[src/hdl/ppg_pkg.sv]
// ============================================================================
// ppg_pkg: shared constants for the plasma pixel generator
// Screen geometry, fixed-point constants, derived widths and stage positions.
// ============================================================================
package ppg_pkg;

  localparam int SCREEN_WIDTH  = 640;
  localparam int SCREEN_HEIGHT = 480;
  localparam int ANGLE_BITS    = 16;

  localparam int PIX_X_W = 10;
  localparam int PIX_Y_W = 9;
  localparam int FRAME_W = 16;
  localparam int INDEX_W = 8;
  localparam int COLOR_W = 24;

  localparam int IN_DATA_W  = 40;
  localparam int OUT_DATA_W = 32;

  localparam logic [31:0] K_RAD        = 32'd683565276;
  localparam logic [31:0] K_RING       = 32'd2670177;
  localparam logic [31:0] K_FRAME      = 32'd227855092;
  localparam logic [31:0] K_Y74        = 32'd9237369;
  localparam logic [31:0] K_X57        = 32'd11992373;
  localparam logic [31:0] QUARTER_TURN = 32'h4000_0000;

  localparam logic [15:0] SIN_MASK = (ANGLE_BITS >= 16) ? 16'hFFFF :
                                     16'(16'hFFFF << (16 - ANGLE_BITS));
  localparam int SIN_W   = 16;
  localparam int SIN_LAT = 4;

  localparam int HALF_W  = SCREEN_WIDTH / 2;
  localparam int HALF_H  = SCREEN_HEIGHT / 2;
  localparam int X_MAX   = (1 << PIX_X_W) - 1;
  localparam int Y_MAX   = (1 << PIX_Y_W) - 1;
  localparam int DX_MAX  = (HALF_W > X_MAX - HALF_W) ? HALF_W : X_MAX - HALF_W;
  localparam int DY_MAX  = (HALF_H > Y_MAX - HALF_H) ? HALF_H : Y_MAX - HALF_H;
  localparam int DX_W    = $clog2(((HALF_W > X_MAX) ? HALF_W : X_MAX) + 1) + 1;
  localparam int DY_W    = $clog2(((HALF_H > Y_MAX) ? HALF_H : Y_MAX) + 1) + 1;
  localparam int SQ_MAX  = DX_MAX * DX_MAX + DY_MAX * DY_MAX;
  localparam int SQ_W    = $clog2(SQ_MAX + 1);
  localparam int V_W     = SQ_W + 8;
  localparam int ROOT_W  = (V_W + 1) / 2;

  localparam int N_W     = PIX_X_W + 30 + 14;
  localparam int DEN_W   = 20;
  localparam int DEN_LOG = 18;
  localparam int Q_W     = N_W - DEN_LOG;

  localparam logic signed [21:0] DEN1_BASE = 22'sd606208;
  localparam logic signed [21:0] DEN2_BASE = 22'sd507904;

  localparam int TOT_W = 40;
  localparam logic signed [TOT_W-1:0] TOT_BIAS = 40'sd34359738368;

  localparam int ST_DEN      = 1 + SIN_LAT + 1;
  localparam int PIPE_DEPTH  = ST_DEN + Q_W + SIN_LAT + 2;
  localparam int S1_DLY      = (PIPE_DEPTH - 2) - (3 + ROOT_W + SIN_LAT);

endpackage

[src/hdl/ppg_sine.sv]
// ============================================================================
// ppg_sine: pipelined fixed-point sine
// Phase as a fraction of a turn in, signed Q1.14 sine out, four stages.
// ============================================================================
module ppg_sine import ppg_pkg::*; (
  input  logic                    clk_i,
  input  logic                    en_i,
  input  logic [31:0]             phase_i,
  output logic signed [SIN_W-1:0] sine_o
);

  logic [15:0] p;
  logic [1:0]  quad;
  logic [14:0] f_d;
  logic [29:0] fsq;
  logic [25:0] m1;
  logic [28:0] m2;
  logic [29:0] m3;

  logic [1:0]  qa_q, qb_q, qc_q;
  logic [14:0] fa_q, fb_q, fc_q;
  logic [14:0] x2a_q, x2b_q;
  logic [13:0] t1_q;
  logic [14:0] t2_q;
  logic signed [SIN_W-1:0] s_q;

  assign p    = phase_i[31:16] & SIN_MASK;
  assign quad = p[15:14];
  assign f_d  = quad[0] ? 15'(15'd16384 - 15'(p[13:0])) : 15'(p[13:0]);
  assign fsq  = 30'(f_d) * 30'(f_d);
  assign m1   = 26'(x2a_q) * 26'd1232;
  assign m2   = 29'(t1_q) * 29'(x2b_q);
  assign m3   = 30'(t2_q) * 30'(fc_q);

  always_ff @(posedge clk_i) begin
    if (en_i) begin
      qa_q  <= quad;
      fa_q  <= f_d;
      x2a_q <= fsq[28:14];
      qb_q  <= qa_q;
      fb_q  <= fa_q;
      x2b_q <= x2a_q;
      t1_q  <= 14'(14'd10584 - 14'(m1[25:14]));
      qc_q  <= qb_q;
      fc_q  <= fb_q;
      t2_q  <= 15'(15'd25736 - 15'(m2[28:14]));
      s_q   <= qc_q[1] ? -signed'(m3[29:14]) : signed'(m3[29:14]);
    end
  end

  assign sine_o = s_q;

endmodule
[config.mk]
export PLATFORM = sky130hd
export DESIGN_NAME = ppg_sine
export DESIGN_NICKNAME = d
export VERILOG_FILES = /design/src/hdl/ppg_pkg.sv /design/src/hdl/ppg_sine.sv
export SDC_FILE = /design/constraint.sdc
export NUM_CORES = 1
export LEC_CHECK = 0
export BUFFER_PORTS_ARGS = -buffer_cell sky130_fd_sc_hd__buf_2
export CAP_MARGIN = 20
export CORE_MARGIN = 2
export CORE_UTILIZATION = 55
export CTS_CLUSTER_DIAMETER = 150
export DETAILED_ROUTE_END_ITERATION = 8
export PLACE_DENSITY = 0.71
export SYNTH_ARGS = -nofsm -noshare
export SYNTH_HDL_FRONTEND = slang
export SYNTH_SLANG_ARGS = --single-unit
[constraint.sdc]
create_clock -name clk_i -period 15.1 [get_ports clk_i]
set_clock_uncertainty 0.1 [all_clocks]
set_input_delay 0.755 -clock clk_i [delete_from_list [all_inputs] [get_ports clk_i]]
set_output_delay 0.755 -clock clk_i [all_outputs]
set_load 0.02 [all_outputs]
==> metrics.md, run 1 <==
| Metric | Value |
|---|---|
| GPL Wtd Cong | 0.877 |
| Worst Path Buf+Inv | 5 |
| Layout cell share with drive strength beyond 1 | 3.94% |
| Util after Layout | 58.2% |
| Initial antenna violation count | 0 |
| Post-CTS Hold Fix Bufs | 0 |
| Cell with the most instances after synthesis | inv_1 |
| Die area | 49900 µm² |
| Synthesis-to-finish area growth | 4.89% |
| Syn Inst Count | 2766 |
| Placed Instances | 3350 |
| All-Layer GR Usage | 23.0% |
| DRC Markers | 0 |
| Ranking of synthesized cells by area | fa_1 36%, ha_1 15%, edfxtp_1 14% |
| Total negative slack | 0 ns |
| Asr flop ratio synth | 0% |
| Nets | 3587 |
| H-tree depth | 4 |
| Crit end category | flop |
| CP Data Required Time | 15.21 ns |
| Post-CTS Setup Bufs | 0 |
| Max-slew headroom | 25.3% |
| Part of the Yosys area used for sequential elements | 14.0% |
| Drt wl/cell | 15.8 µm |
| Tmin final | 9.69 ns |
| Crit path max-delay family | adder cells |
| Detailed-route via count | 18216 |
| Vias in the first global route | 19694 |
| Worst path slowest cell | xor2_1 |
| Post-Layout Cell Count | 3383 |
| TritonCTS clock tree | yes |
| Site Rows | 80 |
| Synth Flop Type | edfxtp_1 |
| Synth warn | 0 |
| Routed wire length | 53500 µm |
| Least-Margin Pin Slew | 1.12 ns |
| Max FO, Critical Path | 10 |
| Status | finished, final reports clean |
| Largest net degree at the start of global routing | 88 |
| Root Driver | clkbuf_16 |
| Final Hold Viols | 0 |
| Fmax | 103 MHz |
| Number of I/O pins | 50 |
| GRT overflow | 0 |
| Max_cap viols | 0 |
| Antenna diode count | 0 |
| Crit share post-route | 64.2% |
| Flop and latch count out of synthesis | 123 |
| Crit path largest cell delay | 0.70 ns |
| Distinct cells, synth | 89 |
| Skew-Pair Late Insertion Delay | 0.46 ns |
| Hold Path Class | reg2reg |
| Final Max Tran Viols | 0 |
| Avg Vias per Cell | 5.38 |
| CP dominant cell by count | fa_1 |
| Synthesized cell area | 26500 µm² |
| Chip height | 223 µm |
| Synth Area per Inst | 9.56 µm² |
| TritonCTS Buffers | 17 |
| Synth top area share | 35.9% |
| Initial drt markers | 904 |
| Final ANT Viol Nets | 0 |
| Count of clock tree sinks | 123 |
| Arr. time, crit path | 9.80 ns |
| Yosys top cell by area | fa_1 |
| PortBufs | 33 |
| Commonest cells in the netlist | 661 x inv_1, 474 x fa_1, 324 x ha_1 |
| Global-route wire length before repair | 93000 µm |
| CP Launch Type | input port |
| Clock Pin Slew Worst Setup and Hold Paths | 0.07 ns |
| Setup Viol. Count Final | 0 |
| Initial Utilization | 55.5% |
| Post_cts resized | 0 |
| Post-synth EDFFs | 123 |
| CP Class | in2reg |
| HPWL after DPL | 44100 µm |
| Core area | 47600 µm² |
| CTS max path bufs | 2 |
| RSZ-0062 raised after global routing | no |
| Pre-antenna DRT Iters | 5 |
| Die X | 223 µm |
[stage by stage]
step | hold WS [ns] | area (µm²) | setup WS [ns]
3_5_place_dp | 0.305 | 27200 | 5.11
4_1_cts | 0.317 | 27700 | 5.59
5_1_grt | 0.325 | 27800 | 4.92
6_report | 0.317 | 27800 | 5.41
2_1_floorplan | 0.300 | 26500 | 6.58
3_3_place_gp | 0.300 | 27200 | 5.20
[path summary, 6_finish.rpt]
path | cells after the start | slack (ns) | start | to
hold / removal | 0 | 0.32 | fb_q[13] | fc_q[13]
setup reg to reg | 22 | 7.52 | t2_q[7] | sine_o[15]
setup / recovery | 29 | 5.41 | phase_i[20] | x2a_q[14]
hold reg to reg | 0 | 0.32 | fb_q[13] | fc_q[13]
[layout make-up]
| class | instances | area [µm²] |
|---|---|---|
| fill | 4002 | 19900 |
| clock buffer | 17 | 425 |
| inverter | 666 | 2500 |
| timing repair buffer | 41 | 240 |
| tap | 615 | 769 |
| clock inverter | 15 | 140 |
| multi-input combinational | 1906 | 20000 |
| sequential | 123 | 3690 |
[flip-flops by register name, summed over array words and instances, names as in the netlist]
name    cells
qb_q        1
t2_q       15
qc_q        1
fc_q       15
fa_q       15
sine_o     16
qa_q        1
x2b_q      15
fb_q       15
x2a_q      15
t1_q       14
[layout by cell type (no fill, tap or decap), types with 30 or more instances in the layout]
| cell | netlist | final |
|---|---|---|
| and2_1 | 230 | 230 |
| buf_2 | 3 | 32 |
| ha_1 | 324 | 324 |
| a21o_1 | 31 | 31 |
| xnor2_1 | 70 | 70 |
| nand2_1 | 313 | 313 |
| inv_1 | 661 | 661 |
| edfxtp_1 | 123 | 123 |
| fa_1 | 474 | 474 |
| o21ai_0 | 30 | 30 |
| xor2_1 | 30 | 30 |
| nor2_1 | 102 | 102 |
| a21oi_1 | 52 | 52 |
[worst register-to-register path: stages (launching register included)]
cell	delay [ns]
edfxtp_1	0.65
and2_1	0.31
fa_1	0.53
inv_1	0.05
fa_1	0.53
inv_1	0.04
ha_1	0.27
ha_1	0.27
inv_1	0.05
fa_1	0.45
fa_1	0.49
inv_1	0.04
ha_1	0.31
a2111oi_2	0.29
o21ai_1	0.14
a221oi_2	0.94
o21a_2	0.39
o31ai_4	0.13
or4_4	0.53
a2111oi_4	0.40
a2111o_1	0.21
o221ai_2	0.09
xnor2_1	0.13
[routing by layer]
layer	vias to the layer above	global-route usage [%]	part of all wire [%]
met5	-	0	0
met4	0	6.88	1.7
met3	82	3.23	4.9
li1	8524	-	-
met1	9166	29.1	42
met2	444	41.2	51
[kinds of logic after synthesis]
| logic type | synth area share, % |
|---|---|
| flip-flops | 14.0 |
| multiplexers | 0.236 |
| buffers and inverters | 10.6 |
| AO/OA/AOI/OAI | 6.49 |
| XOR/XNOR | 3.37 |
| AND/OR/NAND/NOR | 14.1 |
| adder cells (fa/ha/maj) | 51.2 |
| other | 0.0284 |
Power of run 1 is left out: the tool's default activity adds up to more than one toggle a clock period on the data nets, which glitch-free logic cannot reach.
==> run 2: changes to the inputs <==
Settings changed: PLACE_DENSITY 0.71 to 0.74.
Clock period 15.1 ns to 8.6 ns, I/O delays scaled along.
==> run 2 against run 1 <==
  * Count of clock-buffer cells in the layout did not move
  * Register-to-register slack got worse by 6.6 ns
  * Cell count increased by 0.56%
  * Wire length is 4.3% higher
  * Global-route usage is 0.62 points higher
  * Sequential cell count did not move
==> metrics.md, run 2 (synthesized netlist as in run 1, its figures left out) <==
| Metric | Value |
|---|---|
| Status | finished, final reports clean |
| Crit path capture | x2a_q[8] |
| HPWL after DPL | 45000 µm (+2.0%) |
| Initial Utilization | 55.5% (unchanged) |
| Chip height | 223 µm (unchanged) |
| CP Class | in2reg |
| Count of clock tree sinks | 123 (unchanged) |
| Dpl ws | 0.0143 ns (-5.10 ns) |
| Initial antenna violation count | 0 (unchanged) |
| Root Driver | clkbuf_16 |
| Final Max Tran Viols | 0 (unchanged) |
| Final WS setup | 0.374 ns (-5.04 ns) |
| Vias in the first global route | 20269 (+2.9%) |
| Drt wl/cell | 16.4 µm (+3.7%) |
| Avg Vias per Cell | 5.48 (+1.8%) |
| Detailed-route via count | 18640 (+2.3%) |
| Antenna diode count | 0 (unchanged) |
| Post_cts resized | 0 (unchanged) |
| RSZ-0062 raised after global routing | no |
| CP Launch Type | input port |
| R2R setup slack | 0.97 ns (-6.55 ns) |
| Layout cell share with drive strength beyond 1 | 4.63% (+0.69 points) |
| Clock Pin Slew Worst Setup and Hold Paths | 0.07 ns (about the same) |
| Critical path origin | phase_i[20] |
| Post-CTS Setup Bufs | 0 (unchanged) |
| Crit share post-route | 95.6% |
| CTS max path bufs | 2 (unchanged) |
| Synthesis-to-finish area growth | 5.41% |
| Nets | 3606 (+0.53%) |
| Final Hold Viols | 0 (unchanged) |
| Max-slew headroom | 28.9% (+3.6 points) |
| Crit path largest cell delay | 0.53 ns (-0.17 ns) |
| Tmin final | 8.23 ns |
| Pre-antenna DRT Iters | 6 (+1) |
| Commonest non-fill, non-tap cell in the layout | inv_1 |
| CP Data Required Time | 8.70 ns (-6.51 ns) |
| R2R cell count | 23 (+4.5%) |
| Worst path slowest cell | or4_1 |
| FF-to-FF Start | t1_q[5] |
| Skew-Pair Late Insertion Delay | 0.45 ns (about the same) |
| Core area | 47600 µm² (unchanged) |
| Setup Viol. Count Final | 0 (unchanged) |
| Reg-to-reg critical path endpoint | t2_q[12] |
| Hold Path Class | in2reg |
| Leading cell types in the layout, fill and taps excluded | 661 x inv_1, 474 x fa_1, 324 x ha_1, 313 x nand2_1, 230 x and2_1 |
| Crit end category | flop |
| Final ANT Viol Nets | 0 (unchanged) |
| H-tree depth | 4 (unchanged) |
| Total negative slack | 0 ns (unchanged) |
| Least-Margin Pin Slew | 1.06 ns (-0.0618 ns) |
| Largest net degree at the start of global routing | 70 (-20%) |
| Die area | 49900 µm² (unchanged) |
| Layout fillers | 4005 (+0.075%) |
| Post-CTS Hold Fix Bufs | 0 (unchanged) |
| Die X | 223 µm (unchanged) |
| All-Layer GR Usage | 23.7% (+0.62 points) |
| PortBufs | 33 (unchanged) |
| DRC Markers | 0 (unchanged) |
| Max FO, Critical Path | 5 (-5) |
| TritonCTS Buffers | 17 (unchanged) |
| Initial drt markers | 1003 (+11%) |
| Site Rows | 80 (unchanged) |
| Max reg flops | 16 (unchanged) |
| Number of I/O pins | 50 (unchanged) |
| GPL Wtd Cong | 0.942 (+7.4%) |
| Max_cap viols | 0 (unchanged) |
| TritonCTS clock tree | yes |
| CP dominant cell by count | fa_1 |
| Fmax | 122 MHz |
| Global-route wire length before repair | 95200 µm (+2.4%) |
| Routed wire length | 55800 µm (+4.3%) |
| GRT overflow | 0 (unchanged) |
| Arr. time, crit path | 8.33 ns (-1.47 ns) |
==> run 2: changes by cell type in the layout (fill, tap and decap cells not counted), sizes merged <==
cell,before,now
buf,41,60
clkinv,13,7
bufinv,1,0
clkinvlp,1,3
inv,666,671
==> run 2: final cells by class <==
| type | count | area (µm²) | share of cell area (%) |
|---|---|---|---|
| repair buffers | 60 | 370 | 1.33 |
| multi-input cells | 1906 | 20000 | 71.6 |
| clock inverters | 15 | 148 | 0.529 |
| flip-flops and latches | 123 | 3690 | 13.2 |
| clock buffers | 17 | 425 | 1.53 |
| well taps | 615 | 769 | 2.76 |
| inverters | 666 | 2500 | 8.96 |
==> run 2: per-layer routing <==
metal | vias up | wire length [µm] | part of all wire [%] | global-route usage (%)
met5 | - | 0 | 0 | 0
met4 | 0 | 1390 | 2.5 | 7.83
met3 | 114 | 3170 | 5.7 | 3.58
met2 | 550 | 28600 | 51 | 42.5
met1 | 9406 | 22600 | 41 | 29.2
li1 | 8570 | - | - | -
==> run 2: worst min-delay path by stage <==
stage / end / from / cells after the start / slack (ns)
6_report: qa_q[1] / phase_i[31] / 1 / 0.05
5_1_grt: qa_q[1] / phase_i[31] / 1 / 0.04
4_1_cts: qa_q[1] / phase_i[31] / 1 / 0.03
3_5_place_dp: fb_q[1] / fa_q[1] / 0 / 0.30
3_3_place_gp: fc_q[5] / fb_q[5] / 0 / 0.30
2_1_floorplan: fb_q[0] / fa_q[0] / 0 / 0.30
==> run 2: critical path, delay by kind of cell <==
kind            cells  cell delay [ns]
fa+ha+maj           7             3.09
xor+xnor            2             0.37
simple gates        8             2.08
buf+inv             7             0.86
compound gates      6             1.52
==> run 2: stage by stage <==
stage                     utilization (%)  area [µm²]  instances  hold slack [ns]
after floorplan                         -       26500       2773            0.300
after global placement               57.3       27300       3370            0.301
after detailed placement             57.3       27300       3370            0.305
after CTS                            58.5       27900       3402           0.0290
after global routing                 58.5       27900       3402           0.0442
final                                58.5       27900       3402           0.0496
Power of run 2 is left out for the same reason.
